`src/hw/rtl/joystick_axis_calibrator_assert.svh`:
```
// assertion helpers shared by the calibrator modules
`ifndef JOYSTICK_AXIS_CALIBRATOR_ASSERT_SVH
`define JOYSTICK_AXIS_CALIBRATOR_ASSERT_SVH

// consequent checked in the same cycle as the antecedent
`define JAC_ASSERT_NOW(label, clk, rst_n, ante, cons) \
    label: assert property (@(posedge clk) disable iff (!rst_n) (ante) |-> (cons)) \
        else $error("joystick axis calibrator check failed");

// consequent checked in the cycle after the antecedent
`define JAC_ASSERT_NEXT(label, clk, rst_n, ante, cons) \
    label: assert property (@(posedge clk) disable iff (!rst_n) (ante) |=> (cons)) \
        else $error("joystick axis calibrator check failed");

`endif

```
`src/hw/rtl/jac_pkg.sv`:
```
`default_nettype none

package jac_pkg;

    // field and datapath widths
    localparam int unsigned AXIS_W     = 2;
    localparam int unsigned CNT_W      = 16;
    localparam int unsigned HI_W       = CNT_W + 1;
    localparam int unsigned PROD_W     = 2 * CNT_W;
    localparam int unsigned BYTE_W     = 8;
    localparam int unsigned POS_W      = 12;
    localparam int unsigned DVD_W      = HI_W + POS_W;
    localparam int unsigned STEP_W     = 5;
    localparam int unsigned NUM_AXES   = 4;
    localparam int unsigned LIMIT_W    = 48;
    localparam int unsigned TUNE_W     = 26;
    localparam int unsigned CFG_ADDR_W = 3;
    localparam int unsigned TDATA_W    = 16;
    localparam int unsigned TUSER_I_W  = 2;
    localparam int unsigned TUSER_O_W  = 4;

    // serial step counts
    localparam logic [STEP_W-1:0] MUL_STEPS  = 5'd16;
    localparam logic [STEP_W-1:0] DIV1_ITERS = 5'd16;
    localparam logic [STEP_W-1:0] DIV2_ITERS = 5'd12;

    // output scale
    localparam logic [POS_W-1:0] FULL_WIDE     = 12'd4095;
    localparam logic [POS_W-1:0] FULL_NARROW   = 12'd255;
    localparam logic [POS_W-1:0] CENTER_WIDE   = 12'd2047;
    localparam logic [POS_W-1:0] CENTER_NARROW = 12'd127;

    // register map
    typedef enum logic [CFG_ADDR_W-1:0] {
        REG_AXIS0_LIMITS = 3'd0,
        REG_AXIS1_LIMITS = 3'd1,
        REG_AXIS2_LIMITS = 3'd2,
        REG_AXIS3_LIMITS = 3'd3,
        REG_AXIS0_TUNING = 3'd4,
        REG_AXIS1_TUNING = 3'd5,
        REG_AXIS2_TUNING = 3'd6,
        REG_AXIS3_TUNING = 3'd7
    } t_reg_idx;

    // divider request
    typedef struct packed {
        logic              start;
        logic [STEP_W-1:0] iters;
    } t_div_ctl;

    // sequencer states
    typedef enum logic [3:0] {
        ST_IDLE,
        ST_JIT,
        ST_EDGE,
        ST_WIDTH,
        ST_SIDE,
        ST_MUL,
        ST_DIV1,
        ST_NUM,
        ST_SCALE,
        ST_DIV2,
        ST_OUT
    } t_state;

endpackage

`default_nettype wire

```
`src/hw/rtl/jac_jitter.sv`:
```
`default_nettype none

module jac_jitter #(
    parameter int unsigned DEPTH = 4
) (
    input  logic                        i_clk,
    input  logic                        i_rst_n,
    input  logic                        i_en,
    input  logic [jac_pkg::AXIS_W-1:0]  i_axis,
    input  logic [jac_pkg::CNT_W-1:0]   i_count,
    input  logic [jac_pkg::BYTE_W-1:0]  i_margin,
    input  logic [jac_pkg::BYTE_W-1:0]  i_resist,
    output logic [jac_pkg::CNT_W-1:0]   o_count,
    output logic                        o_held
);
    import jac_pkg::*;

    logic [CNT_W-1:0]  r_hold_pos [DEPTH];
    logic [BYTE_W-1:0] r_rep_cnt  [DEPTH];

    logic [CNT_W-1:0]  hp;
    logic [BYTE_W-1:0] rc;
    logic [CNT_W-1:0]  win_lo;
    logic [HI_W-1:0]   win_hi;
    logic              take;

    // pick the entry of this axis
    always_comb begin
        hp = '0;
        rc = '0;
        for (int k = 0; k < DEPTH; k++) begin
            if (i_axis == AXIS_W'(k)) begin
                hp = r_hold_pos[k];
                rc = r_rep_cnt[k];
            end
        end
    end

    // window test around the held count
    always_comb begin
        win_lo  = (hp > CNT_W'(i_margin)) ? hp - CNT_W'(i_margin) : '0;
        win_hi  = HI_W'(hp) + HI_W'(i_margin);
        take    = (i_count < win_lo) || (HI_W'(i_count) > win_hi) || (rc >= i_resist);
        o_held  = i_en && !take;
        o_count = o_held ? hp : i_count;
    end

    // per-axis hold state
    always_ff @(posedge i_clk) begin
        if (!i_rst_n) begin
            for (int k = 0; k < DEPTH; k++) begin
                r_hold_pos[k] <= '0;
                r_rep_cnt[k]  <= '0;
            end
        end else if (i_en) begin
            for (int k = 0; k < DEPTH; k++) begin
                if (i_axis == AXIS_W'(k)) begin
                    if (take) begin
                        r_hold_pos[k] <= i_count;
                        r_rep_cnt[k]  <= '0;
                    end else begin
                        r_rep_cnt[k]  <= rc + 8'd1;
                    end
                end
            end
        end
    end

endmodule

`default_nettype wire

```
`src/hw/rtl/jac_mul.sv`:
```
`default_nettype none

`include "joystick_axis_calibrator_assert.svh"

module jac_mul (
    input  logic                        i_clk,
    input  logic                        i_rst_n,
    input  logic                        i_start,
    input  logic [jac_pkg::CNT_W-1:0]   i_mcand,
    input  logic [jac_pkg::CNT_W-1:0]   i_mplier,
    output logic                        o_done,
    output logic [jac_pkg::PROD_W-1:0]  o_product
);
    import jac_pkg::*;

    logic              r_busy;
    logic              r_done;
    logic [STEP_W-1:0] r_cnt;
    logic [CNT_W-1:0]  r_mcand;
    logic [CNT_W-1:0]  r_hi;
    logic [CNT_W-1:0]  r_lo;
    logic [HI_W-1:0]   psum;

    // one multiplier bit a cycle, product shifts right
    assign psum = HI_W'(r_hi) + (r_lo[0] ? HI_W'(r_mcand) : '0);

    always_ff @(posedge i_clk) begin
        if (!i_rst_n) begin
            r_busy <= 1'b0;
            r_done <= 1'b0;
            r_cnt  <= '0;
        end else begin
            r_done <= 1'b0;
            if (i_start) begin
                r_busy <= 1'b1;
                r_cnt  <= MUL_STEPS;
            end else if (r_busy) begin
                r_cnt <= r_cnt - 5'd1;
                if (r_cnt == 5'd1) begin
                    r_busy <= 1'b0;
                    r_done <= 1'b1;
                end
            end
        end
    end

    // shift-add datapath
    always_ff @(posedge i_clk) begin
        if (i_start) begin
            r_mcand <= i_mcand;
            r_hi    <= '0;
            r_lo    <= i_mplier;
        end else if (r_busy) begin
            r_hi <= psum[HI_W-1:1];
            r_lo <= {psum[0], r_lo[CNT_W-1:1]};
        end
    end

    assign o_done    = r_done;
    assign o_product = {r_hi, r_lo};

    `JAC_ASSERT_NOW(a_mul_no_restart, i_clk, i_rst_n, i_start, !r_busy)

endmodule

`default_nettype wire

```
`src/hw/rtl/jac_div.sv`:
```
`default_nettype none

`include "joystick_axis_calibrator_assert.svh"

module jac_div (
    input  logic                       i_clk,
    input  logic                       i_rst_n,
    input  jac_pkg::t_div_ctl          i_ctl,
    input  logic [jac_pkg::HI_W-1:0]   i_rem,
    input  logic [jac_pkg::CNT_W-1:0]  i_low,
    input  logic [jac_pkg::HI_W-1:0]   i_divisor,
    output logic                       o_done,
    output logic [jac_pkg::CNT_W-1:0]  o_quot
);
    import jac_pkg::*;

    logic              r_busy;
    logic              r_done;
    logic [STEP_W-1:0] r_cnt;
    logic [HI_W-1:0]   r_rem;
    logic [HI_W-1:0]   r_d;
    logic [CNT_W-1:0]  r_q;
    logic [HI_W:0]     shifted;
    logic              ge;
    logic [HI_W:0]     diff;

    // restoring step: one quotient bit a cycle
    always_comb begin
        shifted = {r_rem, r_q[CNT_W-1]};
        ge      = shifted >= {1'b0, r_d};
        diff    = shifted - {1'b0, r_d};
    end

    always_ff @(posedge i_clk) begin
        if (!i_rst_n) begin
            r_busy <= 1'b0;
            r_done <= 1'b0;
            r_cnt  <= '0;
        end else begin
            r_done <= 1'b0;
            if (i_ctl.start) begin
                r_busy <= 1'b1;
                r_cnt  <= i_ctl.iters;
            end else if (r_busy) begin
                r_cnt <= r_cnt - 5'd1;
                if (r_cnt == 5'd1) begin
                    r_busy <= 1'b0;
                    r_done <= 1'b1;
                end
            end
        end
    end

    // remainder and quotient shift register
    always_ff @(posedge i_clk) begin
        if (i_ctl.start) begin
            r_rem <= i_rem;
            r_q   <= i_low;
            r_d   <= i_divisor;
        end else if (r_busy) begin
            r_rem <= ge ? diff[HI_W-1:0] : shifted[HI_W-1:0];
            r_q   <= {r_q[CNT_W-2:0], ge};
        end
    end

    assign o_done = r_done;
    assign o_quot = r_q;

    `JAC_ASSERT_NOW(a_div_no_restart, i_clk, i_rst_n, i_ctl.start, !r_busy)
    `JAC_ASSERT_NEXT(a_div_done_pulse, i_clk, i_rst_n, r_done, !r_done)

endmodule

`default_nettype wire

```
`src/hw/rtl/joystick_axis_calibrator.sv`:
```
// channel   dir  tdata                       tuser
// s_axis    in   [15:0] raw_count            [1:0] axis_index
// m_axis    out  [11:0] position, [15:12] 0  [1:0] axis_out, [2] held, [3] centered
// cfg       in   write enable, 3-bit register index, 48-bit data, no read-back
//
// one word is in the sequencer at a time; its path is shortest for an uncalibrated word,
// then longer in the dead zone, for a zero side width, without side scaling and with it;
// the bit-serial 16x16 multiplier and the shared divider do the longest steps, and the
// divider runs 16 quotient bits for side scaling and 12 for the output scale
// synchronous active-low reset clears config, per-axis hold state and handshakes
// a finished word waits in the output register; the next word is taken meanwhile,
// and a word that finishes while that register is still full stalls until it drains

`default_nettype none

`include "joystick_axis_calibrator_assert.svh"

module joystick_axis_calibrator #(
    parameter int unsigned AXIS_COUNT = 4,
    parameter int unsigned COUNT_BITS = 16
) (
    input  logic                            i_clk,
    input  logic                            i_rst_n,
    input  logic                            i_cfg_wr_en,
    input  logic [jac_pkg::CFG_ADDR_W-1:0]  i_cfg_addr,
    input  logic [jac_pkg::LIMIT_W-1:0]     i_cfg_wdata,
    input  logic                            s_axis_tvalid,
    output logic                            s_axis_tready,
    input  logic [jac_pkg::TDATA_W-1:0]     s_axis_tdata,   // [15:0] raw_count
    input  logic [jac_pkg::TUSER_I_W-1:0]   s_axis_tuser,   // [1:0] axis_index
    output logic                            m_axis_tvalid,
    input  logic                            m_axis_tready,
    output logic [jac_pkg::TDATA_W-1:0]     m_axis_tdata,   // [11:0] position
    output logic [jac_pkg::TUSER_O_W-1:0]   m_axis_tuser    // [1:0] axis_out, [2] held,
                                                            // [3] centered
);
    import jac_pkg::*;

    localparam int unsigned ST_DEPTH = (AXIS_COUNT < NUM_AXES) ? AXIS_COUNT : NUM_AXES;
    localparam int unsigned P_BITS   = (COUNT_BITS < CNT_W) ? COUNT_BITS : CNT_W;
    localparam logic [CNT_W-1:0] P_MASK = CNT_W'((64'd1 << P_BITS) - 64'd1);

    // configuration registers
    logic [LIMIT_W-1:0] r_limits [NUM_AXES];
    logic [TUNE_W-1:0]  r_tuning [NUM_AXES];

    t_state r_state;
    t_state n_state;

    // per-word working registers
    logic [AXIS_W-1:0] r_axis;
    logic [CNT_W-1:0]  r_p;
    logic              r_held;
    logic              r_centered;
    logic              r_wide;
    logic              r_oor;
    logic              r_cal;
    logic              r_anti;
    logic [CNT_W-1:0]  r_mn;
    logic [CNT_W-1:0]  r_ct;
    logic [CNT_W-1:0]  r_mx;
    logic [BYTE_W-1:0] r_dz;
    logic [BYTE_W-1:0] r_margin;
    logic [BYTE_W-1:0] r_resist;
    logic [CNT_W-1:0]  r_lo;
    logic [HI_W-1:0]   r_hi;
    logic [CNT_W-1:0]  r_w1;
    logic [CNT_W-1:0]  r_w2;
    logic [CNT_W-1:0]  r_pc;
    logic              r_low_side;
    logic [CNT_W-1:0]  r_w;
    logic [CNT_W-1:0]  r_wbig;
    logic [CNT_W-1:0]  r_v;
    logic [HI_W-1:0]   r_num;
    logic [POS_W-1:0]  r_pos;

    // output register
    logic              r_out_valid;
    logic [AXIS_W-1:0] r_out_axis;
    logic [POS_W-1:0]  r_out_pos;
    logic              r_out_held;
    logic              r_out_cent;

    // handshake and unit control
    logic     accept;
    logic     load_out;
    logic     jit_en;
    logic     mul_start;
    t_div_ctl div_ctl;

    // unit results
    logic [CNT_W-1:0]  jit_count;
    logic              jit_held;
    logic              mul_done;
    logic [PROD_W-1:0] mul_prod;
    logic              div_done;
    logic [CNT_W-1:0]  div_quot;
    logic [HI_W-1:0]   div_rem;
    logic [CNT_W-1:0]  div_low;
    logic [HI_W-1:0]   div_divisor;

    // combinational datapath
    logic [LIMIT_W-1:0] sel_limits;
    logic [TUNE_W-1:0]  sel_tuning;
    logic [POS_W-1:0]   full;
    logic [POS_W-1:0]   center;
    logic [CNT_W-1:0]   lo_calc;
    logic [HI_W-1:0]    hi_calc;
    logic [CNT_W-1:0]   w1_calc;
    logic [CNT_W-1:0]   w2_calc;
    logic [CNT_W-1:0]   pc_calc;
    logic               in_dz;
    logic [CNT_W-1:0]   w_calc;
    logic [CNT_W-1:0]   wbig_calc;
    logic               low_calc;
    logic [CNT_W-1:0]   v_calc;
    logic               scale_calc;
    logic [HI_W-1:0]    num_calc;
    logic [DVD_W-1:0]   dvd_calc;
    logic               over;
    logic [POS_W-1:0]   q_pos;

    // config write port
    always_ff @(posedge i_clk) begin
        if (!i_rst_n) begin
            for (int k = 0; k < NUM_AXES; k++) begin
                r_limits[k] <= '0;
                r_tuning[k] <= '0;
            end
        end else if (i_cfg_wr_en) begin
            unique case (t_reg_idx'(i_cfg_addr))
                REG_AXIS0_LIMITS: r_limits[0] <= i_cfg_wdata;
                REG_AXIS1_LIMITS: r_limits[1] <= i_cfg_wdata;
                REG_AXIS2_LIMITS: r_limits[2] <= i_cfg_wdata;
                REG_AXIS3_LIMITS: r_limits[3] <= i_cfg_wdata;
                REG_AXIS0_TUNING: r_tuning[0] <= i_cfg_wdata[TUNE_W-1:0];
                REG_AXIS1_TUNING: r_tuning[1] <= i_cfg_wdata[TUNE_W-1:0];
                REG_AXIS2_TUNING: r_tuning[2] <= i_cfg_wdata[TUNE_W-1:0];
                REG_AXIS3_TUNING: r_tuning[3] <= i_cfg_wdata[TUNE_W-1:0];
            endcase
        end
    end

    // anti-jitter hold state
    jac_jitter #(
        .DEPTH (ST_DEPTH)
    ) u_jitter (
        .i_clk    (i_clk),
        .i_rst_n  (i_rst_n),
        .i_en     (jit_en),
        .i_axis   (r_axis),
        .i_count  (r_p),
        .i_margin (r_margin),
        .i_resist (r_resist),
        .o_count  (jit_count),
        .o_held   (jit_held)
    );

    // bit-serial side scaling multiplier
    jac_mul u_mul (
        .i_clk     (i_clk),
        .i_rst_n   (i_rst_n),
        .i_start   (mul_start),
        .i_mcand   (v_calc),
        .i_mplier  (w_calc),
        .o_done    (mul_done),
        .o_product (mul_prod)
    );

    // shared serial divider
    jac_div u_div (
        .i_clk     (i_clk),
        .i_rst_n   (i_rst_n),
        .i_ctl     (div_ctl),
        .i_rem     (div_rem),
        .i_low     (div_low),
        .i_divisor (div_divisor),
        .o_done    (div_done),
        .o_quot    (div_quot)
    );

    // arithmetic for each sequencer step
    always_comb begin
        sel_limits = r_limits[s_axis_tuser];
        sel_tuning = r_tuning[s_axis_tuser];
        full       = r_wide ? FULL_WIDE : FULL_NARROW;
        center     = r_wide ? CENTER_WIDE : CENTER_NARROW;

        // dead zone edges
        lo_calc = (r_ct > CNT_W'(r_dz)) ? r_ct - CNT_W'(r_dz) : '0;
        hi_calc = HI_W'(r_ct) + HI_W'(r_dz);

        // side widths, clamp, dead zone test
        w1_calc = (r_lo > r_mn) ? r_lo - r_mn : '0;
        w2_calc = (HI_W'(r_mx) > r_hi) ? CNT_W'(HI_W'(r_mx) - r_hi) : '0;
        if (r_p < r_mn) begin
            pc_calc = r_mn;
        end else if (r_p > r_mx) begin
            pc_calc = r_mx;
        end else begin
            pc_calc = r_p;
        end
        in_dz = (r_p == '0) || ((r_p >= r_lo) && (HI_W'(r_p) <= r_hi));

        // side offset and scaling choice
        w_calc    = (r_w1 < r_w2) ? r_w1 : r_w2;
        wbig_calc = (r_w1 > r_w2) ? r_w1 : r_w2;
        low_calc  = r_pc < r_ct;
        if (low_calc) begin
            v_calc     = (r_lo > r_pc) ? r_lo - r_pc : '0;
            scale_calc = r_w1 > r_w2;
        end else begin
            v_calc     = (HI_W'(r_pc) > r_hi) ? CNT_W'(HI_W'(r_pc) - r_hi) : '0;
            scale_calc = r_w2 > r_w1;
        end

        // numerator over 2w
        if (r_low_side) begin
            num_calc = (r_w > r_v) ? HI_W'(r_w - r_v) : '0;
        end else begin
            num_calc = HI_W'(r_w) + HI_W'(r_v);
        end

        // times full scale by shift and subtract
        if (r_wide) begin
            dvd_calc = {r_num, POS_W'(0)} - DVD_W'(r_num);
        end else begin
            dvd_calc = DVD_W'({r_num, BYTE_W'(0)}) - DVD_W'(r_num);
        end
        over = r_num > {r_w, 1'b0};

        // final quotient, clamped
        q_pos = (div_quot[POS_W-1:0] > full) ? full : div_quot[POS_W-1:0];

        // divider operands: side scaling or output scaling
        if (r_state == ST_MUL) begin
            div_rem     = {1'b0, mul_prod[PROD_W-1:CNT_W]};
            div_low     = mul_prod[CNT_W-1:0];
            div_divisor = {1'b0, r_wbig};
        end else begin
            div_rem     = dvd_calc[DVD_W-1:POS_W];
            div_low     = {dvd_calc[POS_W-1:0], (CNT_W - POS_W)'(0)};
            div_divisor = {r_w, 1'b0};
        end
    end

    // sequencer
    always_ff @(posedge i_clk) begin
        if (!i_rst_n) begin
            r_state     <= ST_IDLE;
            r_out_valid <= 1'b0;
        end else begin
            r_state <= n_state;
            if (load_out) begin
                r_out_valid <= 1'b1;
            end else if (m_axis_tready) begin
                r_out_valid <= 1'b0;
            end
        end
    end

    always_comb begin
        n_state       = r_state;
        s_axis_tready = 1'b0;
        jit_en        = 1'b0;
        mul_start     = 1'b0;
        div_ctl       = '{start: 1'b0, iters: DIV2_ITERS};
        load_out      = 1'b0;
        unique case (r_state)
            ST_IDLE: begin
                s_axis_tready = 1'b1;
                if (s_axis_tvalid) begin
                    n_state = ST_JIT;
                end
            end
            ST_JIT: begin
                jit_en  = r_anti && !r_oor;
                n_state = (r_oor || !r_cal) ? ST_OUT : ST_EDGE;
            end
            ST_EDGE: begin
                n_state = ST_WIDTH;
            end
            ST_WIDTH: begin
                n_state = in_dz ? ST_OUT : ST_SIDE;
            end
            ST_SIDE: begin
                priority if (w_calc == '0) begin
                    n_state = ST_OUT;
                end else if (scale_calc) begin
                    mul_start = 1'b1;
                    n_state   = ST_MUL;
                end else begin
                    n_state = ST_NUM;
                end
            end
            ST_MUL: begin
                if (mul_done) begin
                    div_ctl = '{start: 1'b1, iters: DIV1_ITERS};
                    n_state = ST_DIV1;
                end
            end
            ST_DIV1: begin
                if (div_done) begin
                    n_state = ST_NUM;
                end
            end
            ST_NUM: begin
                n_state = ST_SCALE;
            end
            ST_SCALE: begin
                if (over) begin
                    n_state = ST_OUT;
                end else begin
                    div_ctl = '{start: 1'b1, iters: DIV2_ITERS};
                    n_state = ST_DIV2;
                end
            end
            ST_DIV2: begin
                if (div_done) begin
                    n_state = ST_OUT;
                end
            end
            ST_OUT: begin
                if (!r_out_valid || m_axis_tready) begin
                    load_out = 1'b1;
                    n_state  = ST_IDLE;
                end
            end
            default: begin
                n_state = ST_IDLE;
            end
        endcase
    end

    assign accept = s_axis_tvalid && s_axis_tready;

    // working registers, loaded per step
    always_ff @(posedge i_clk) begin
        if (accept) begin
            r_axis   <= s_axis_tuser;
            r_p      <= s_axis_tdata & P_MASK;
            r_wide   <= !s_axis_tuser[1];
            r_oor    <= 32'(s_axis_tuser) >= AXIS_COUNT;
            r_mn     <= sel_limits[CNT_W-1:0];
            r_ct     <= sel_limits[2*CNT_W-1:CNT_W];
            r_mx     <= sel_limits[3*CNT_W-1:2*CNT_W];
            r_dz     <= sel_tuning[BYTE_W-1:0];
            r_margin <= sel_tuning[2*BYTE_W-1:BYTE_W];
            r_resist <= sel_tuning[3*BYTE_W-1:2*BYTE_W];
            r_cal    <= sel_tuning[3*BYTE_W];
            r_anti   <= sel_tuning[3*BYTE_W+1];
        end
        unique case (r_state)
            ST_JIT: begin
                r_p        <= jit_count;
                r_held     <= jit_held;
                r_centered <= 1'b1;
                r_pos      <= center;
            end
            ST_EDGE: begin
                r_lo <= lo_calc;
                r_hi <= hi_calc;
            end
            ST_WIDTH: begin
                r_w1 <= w1_calc;
                r_w2 <= w2_calc;
                r_pc <= pc_calc;
            end
            ST_SIDE: begin
                r_w        <= w_calc;
                r_wbig     <= wbig_calc;
                r_low_side <= low_calc;
                r_v        <= v_calc;
                if (w_calc != '0) begin
                    r_centered <= 1'b0;
                end
            end
            ST_DIV1: begin
                if (div_done) begin
                    r_v <= div_quot;
                end
            end
            ST_NUM: begin
                r_num <= num_calc;
            end
            ST_SCALE: begin
                if (over) begin
                    r_pos <= full;
                end
            end
            ST_DIV2: begin
                if (div_done) begin
                    r_pos <= q_pos;
                end
            end
            default: begin
            end
        endcase
        if (load_out) begin
            r_out_axis <= r_axis;
            r_out_pos  <= r_pos;
            r_out_held <= r_held;
            r_out_cent <= r_centered;
        end
    end

    // result word
    assign m_axis_tvalid = r_out_valid;
    assign m_axis_tdata  = TDATA_W'(r_out_pos);
    assign m_axis_tuser  = {r_out_cent, r_out_held, r_out_axis};

    `JAC_ASSERT_NOW(a_out_from_final, i_clk, i_rst_n, $rose(m_axis_tvalid),
                    $past(r_state) == ST_OUT)
    `JAC_ASSERT_NOW(a_center_value, i_clk, i_rst_n, m_axis_tvalid && m_axis_tuser[3],
                    m_axis_tdata[POS_W-1:0] == (m_axis_tuser[1] ? CENTER_NARROW : CENTER_WIDE))
    `JAC_ASSERT_NOW(a_narrow_range, i_clk, i_rst_n, m_axis_tvalid && m_axis_tuser[1],
                    m_axis_tdata[POS_W-1:BYTE_W] == '0)

endmodule

`default_nettype wire

```
`config.mk`:
```
export PLATFORM = sky130hd
export DESIGN_NAME = joystick_axis_calibrator
export DESIGN_NICKNAME = d
export VERILOG_FILES = /design/src/hw/rtl/jac_pkg.sv /design/src/hw/rtl/jac_jitter.sv /design/src/hw/rtl/jac_mul.sv /design/src/hw/rtl/jac_div.sv /design/src/hw/rtl/joystick_axis_calibrator.sv
export VERILOG_INCLUDE_DIRS = /design/src /design/src/hw/rtl
export SDC_FILE = /design/constraint.sdc
export NUM_CORES = 2
export LEC_CHECK = 0
export BUFFER_PORTS_ARGS = -buffer_cell sky130_fd_sc_hd__buf_2
export CORE_AREA = 2 2 266 268
export CTS_CLUSTER_SIZE = 24
export DETAILED_ROUTE_END_ITERATION = 10
export DIE_AREA = 0 0 268 270
export PLACE_DENSITY = 0.86
export SETUP_SLACK_MARGIN = 0.5
export SYNTH_ARGS = -nofsm -noshare
export SYNTH_HDL_FRONTEND = slang
export SYNTH_SLANG_ARGS = --single-unit
```
`constraint.sdc`:
```
create_clock -name i_clk -period 11.3 [get_ports i_clk]
set_input_delay 0 -clock i_clk [delete_from_list [all_inputs] [get_ports i_clk]]
set_output_delay 0 -clock i_clk [all_outputs]
set_load 0.005 [all_outputs]
```
# Yosys cells after proc, flatten, opt, wreduce, memory -nomap -nowiden

Memory sizes are Yosys's and may differ from the RTL's. A register that Yosys moved wholly into a read port is not among the register bits.
Index checks and enable logic that the tools add are counted.

Bits of input ports: 74
Bits in writable memories: 392
Logic and storage cells: 329
Register bits after elaboration: 313
Memories kept: 4

$add $sub $neg: 17
Reductions and logical operators: 31
Eq/ne operators: 30
Multiplexer cells: 166
Bitwise gates (word level): 23
Order comparisons: 21

Memories:

| name                | words | width | read ports | clocked after memory_dff | write ports | RTL line                       | source |
|---|---|---|---|---|---|---|---|
| r_limits            | 4     | 48    | 1          | 1                        | 4           | joystick_axis_calibrator.sv:44 | `logic [LIMIT_W-1:0] r_limits [NUM_AXES];` |
| r_tuning            | 4     | 26    | 1          | 1                        | 4           | joystick_axis_calibrator.sv:45 | `logic [TUNE_W-1:0] r_tuning [NUM_AXES];` |
| u_jitter.r_hold_pos | 4     | 16    | 4          | 0                        | 4           | jac_jitter.sv:18               | `logic [CNT_W-1:0] r_hold_pos [DEPTH];` |
| u_jitter.r_rep_cnt  | 4     | 8     | 4          | 0                        | 4           | jac_jitter.sv:19               | `logic [BYTE_W-1:0] r_rep_cnt [DEPTH];` |

Operators with widths:

| operator          | number |
|---|---|
| $mux W16          | 27 |
| $mux W48          | 4 |
| $mux W26          | 4 |
| $mux W17          | 6 |
| $gt A16 B16 Y1    | 6 |
| $mux W8           | 12 |
| $mux W1           | 86 |
| $lt A16 B16 Y1    | 4 |
| $sub A16 B16 Y16  | 4 |
| $gt A16 B17 Y1    | 3 |
| $mux W12          | 4 |
| $pmux W4 S11      | 1 |
| $pmux W12 S3      | 1 |
| $add A16 B8 Y17   | 2 |
| $gt A16 B8 Y1     | 2 |
| $logic_not A16 Y1 | 2 |
| $mux W4           | 8 |
| $pmux W16 S2      | 1 |
| $sub A16 B8 Y16   | 2 |
| $mux W29          | 1 |
| $sub A29 B17 Y29  | 1 |
| $sub A25 B17 Y26  | 1 |
| $mux W5           | 4 |
| $or A1 B1 Y1      | 20 |
| other kinds (44)  | 82 |

# Longest topological paths before layout

Word-level depth: 17
Depth in mapped cells: 25
Depth with buffers taken out: 20

# Cells and area by module

Synthesis repeated with hierarchy kept, for this count alone.

Cell total of the unflattened synthesis: 4,051
Area total of the unflattened synthesis: 46,066.7 µm²

Modules (own cells, without submodules):

| module                   | cells each | area each (µm²) | instances |
|---|---|---|---|
| joystick_axis_calibrator | 2,868      | 33,284.4        | 1 |
| jac_jitter               | 606        | 6,533.8         | 1 |
| jac_div                  | 315        | 3,382.0         | 1 |
| jac_mul                  | 262        | 2,866.5         | 1 |

# Worst setup path after synthesis

Ideal clock, no wire load.

Path type: register -> register
Start: register r_axis[0]
End: memory u_jitter.r_hold_pos[2][0], enable pin
Data arrival time: 6.810 ns
Path buffers: 8
Data required time: 10.886 ns
Stages on the path, launching flop included: 26
Slack: 4.076 ns
Period minus slack after synthesis: 7.224 ns
Cells stage by stage: edfxtp_1 -> buf_6 -> buf_2 -> buf_1 -> clkbuf_1 -> mux4_2 -> ha_1 -> clkbuf_1 -> nor2b_1 -> o21ai_0 -> a21o_1 -> a21oi_1 -> or3_1 -> clkbuf_1 -> nand3_1 -> ha_1 -> a21o_1 -> a21o_1 -> a21oi_1 -> nor4_1 -> a211oi_1 -> a21boi_0 -> o21a_2 -> buf_6 -> buf_4 -> o31ai_1

RTL lines:

| element                | RTL line                        | source |
|---|---|---|
| from (decl)            | joystick_axis_calibrator.sv:51  | `logic [AXIS_W-1:0] r_axis;` |
| from (signal assigned) | joystick_axis_calibrator.sv:340 | `r_axis <= s_axis_tuser;` |
| to (decl)              | jac_jitter.sv:18                |  |

==> results.yml <==
timing:
  finalCritPeriodShare_pct: 63.33
  rsz0062_at_grt: "false"
  maxSlewViolCount: 0
  min_period_ns: 7.156
  tightest_slew_ns: 1.235
  slew_headroom_pct: 17.28
  hold_viol_final: 0
  finalWorstSetupSlack_ns: 4.144
  finalClockSkew_ns: 0.02408
  whs_ns: 0.04053
  max_freq_ghz: 0.1397
  finalSetupViolCount: 0
  tns_ns: 0
route:
  wl_um: 123600
  drt-vias-per-instance: 6.520
  first_iter_violations: 3529
  drtAntennaViolNets: 0
  vias: 33130
  post_drt_wl_per_cell_um: 24.33
  drc: 0
  drtPass1Iterations: 6
die:
  die_h_um: 270
  die_area_um2: 72360
  dieWidth_um: 268
  core_area_um2: 69540
  row_count: 97
  initial_utilization_pct: 65.32
  ios: 96
critical_path:
  reg2reg_from: "r_axis[0]$_DFFE_PP_"
  critPathLaunch: "r_axis[0]$_DFFE_PP_"
  rrSetupSlack_ns: 4.14
  r2r_cells: 18
  path_class: "reg -> reg"
  required_ns: 11.62
  critPathLaunchType: "register"
  cp-end-kind: "register"
  arrival_ns: 7.47
  crit_fanout: 74
yosys:
  ys_seq_elements: 779
  yosysWarnings: 0
  async_reset_ff_share_pct: 0
  syn_area_um2: 45420
  synth-main-ff-cell: "edfxtp_1"
  yosysSeqAreaShare_pct: 50.73
  synth-edff-count: 744
  avgSynthCellArea_um2: 11.57
  synthDistinctLibCells: 83
  syn_inst: 3927
cells_and_area:
  drive_above_1_share_pct: 11.86
  nets: 4497
  nFillCells: 4408
  syn_to_final_growth_pct: 10.66
  multi_input_area_um2: 20750
  regArea_um2: 23040
  mostFrequentLayoutCell: "edfxtp_1"
  diodes: 0
  final_cell_mix: "edfxtp_1, ha_1, and2_1"
clock_tree:
  cts_resized: 0
  htreeDepth: 3
  clockRootBuffer: "clkbuf_16"
  cts_tree: "built"
  clk_path_buf_depth: 3
  cts_inserted_buffers: 80
  hold_buffers: 68
  postCtsSetupBuffers: 0
  cts_num_sinks: 779
  clkTransAtPathRegs_ns: 0.06
  clk_latency_ns: 0.64
placement:
  numPortBuffers: 91
  dp_slack_ns: 4.155
  hpwl_um: 85240
  gp_congestion: 0.9696
global_route:
  grt-ovfl-total: 0
  grt.total_usage_pct: 34.25
  grt_pass1_wl_um: 188900
  antenna_found_initial: 0
  grt_pass1_vias: 32450
  grt_max_degree: 75
worst_hold_path:
  hp-class: "in -> reg"
  min_path_cells: 2
  hold_start: "i_cfg_addr[2]"
power:
  vdd_drop_max_v: 0.0001754
  cellPowerDensity_nw_per_um2: 217.9
  power.leakage_nw: 19.51
run:
  drv_cap: 0
status:
  status: "complete, no violations"
## report_power, final
group	leakage (nW)	internal, mW	switching, mW
registers	7.35	3.77	0.358
logic	10.9	1.65	2.60
clock network	1.21	1.44	1.13
total	19.5	6.86	4.09
## stage by stage
step / power, mW / utilization, % / cell area, um^2 / instances
2_1_floorplan: 7.015 / - / 45430 / 3930
3_3_place_gp: 8.096 / 67.66 / 47050 / 4867
3_5_place_dp: 8.241 / 67.66 / 47050 / 4867
4_1_cts: 10.83 / 72.28 / 50260 / 5081
5_1_grt: 11.48 / 72.28 / 50260 / 5081
6_report: 10.95 / 72.28 / 50260 / 5081
## area by class of cell
class                   instances  area share [%]
clock buffers                  92           4.115
clock inverters                54          0.9210
well taps                     940           2.340
repair buffers                224           3.241
flip-flops and latches        779           45.84
multi-input cells            2689           41.28
inverters                     303           2.263
## cell usage after synthesis (12+ instances only)
master / count / area share, %
mux2i_1: 64 / 1.4
o21a_1: 38 / 0.63
nor4_1: 97 / 1.3
clkbuf_1: 127 / 1.0
nand2b_1: 34 / 0.47
a211oi_1: 28 / 0.46
nand3_1: 48 / 0.53
a21oi_1: 188 / 2.1
o31ai_1: 22 / 0.36
and3_1: 28 / 0.39
o21ai_0: 177 / 2.0
and2_1: 324 / 4.5
or3_1: 33 / 0.45
a21boi_0: 12 / 0.20
fa_1: 12 / 0.53
o2111ai_1: 13 / 0.25
buf_4: 12 / 0.20
buf_1: 16 / 0.13
o22ai_1: 13 / 0.18
ha_1: 334 / 9.2
a22o_1: 14 / 0.27
a21o_1: 54 / 0.89
edfxtp_1: 744 / 49
mux2_2: 70 / 1.7
inv_1: 300 / 2.5
mux4_2: 98 / 4.9
xor2_1: 39 / 0.75
nor2b_1: 45 / 0.62
a2111oi_0: 16 / 0.31
o31a_1: 16 / 0.31
o21bai_1: 18 / 0.30
nor3_1: 80 / 0.88
nand2_1: 189 / 1.6
xnor2_1: 100 / 1.9
nand4_1: 44 / 0.61
o211ai_1: 22 / 0.36
nor2_1: 249 / 2.1
dfxtp_1: 35 / 1.5
a31oi_1: 32 / 0.44
## state kept, by name, indices dropped and copies added (netlist names), 17 cells and up
signal / count
r_hi: 17
r_limits: 192
r_num: 17
r_tuning: 104
u_div.r_d: 17
u_div.r_rem: 17
u_jitter.r_hold_pos: 64
u_jitter.r_rep_cnt: 32
## path summary, 6_finish.rpt
path | end
setup / recovery | u_jitter.r_hold_pos[2][4]$_SDFFCE_PN0P_
hold / removal | r_limits[2][9]$_SDFFCE_PN0P_
setup reg to reg | u_jitter.r_hold_pos[2][4]$_SDFFCE_PN0P_
hold reg to reg | r_out_pos[3]$_DFFE_PP_
## cell families (layout without fill, tap and decap cells)
kind of cell,count (synthesis),in the layout,synth area share [%]
AND/OR/NAND/NOR,1217,1217,14.17
flip-flops,779,779,50.73
AO/OA/AOI/OAI,751,751,10.72
buffers and inverters,462,673,3.969
adder cells (fa/ha/maj),346,346,9.729
multiplexers,232,232,8.005
XOR/XNOR,139,139,2.680
other,1,4,0.008256
## critical path, cell delays in order, from the launching register on
cell	delay, ns
edfxtp_1	0.67
buf_4	0.49
mux4_2	0.66
or3_1	0.43
or4_1	0.58
or2_4	0.28
or3_1	0.50
nand3_1	0.13
ha_1	0.25
a21o_1	0.18
a21o_1	0.17
a21oi_1	0.14
nor4_1	0.06
a211oi_1	0.17
a21boi_0	0.35
o21a_2	0.32
buf_4	0.35
o31ai_2	0.79
buf_4	0.32
## layer usage
metal | GRT usage [%] | vias to the layer above | share of wire (%)
li1 | - | 14950 | -
met1 | 43.94 | 15810 | 37
met2 | 55.78 | 1939 | 47
met3 | 5.115 | 435 | 8.9
met4 | 19.60 | 0 | 6.8
met5 | 0 | - | 0
Power figures use the tool's default switching activity.
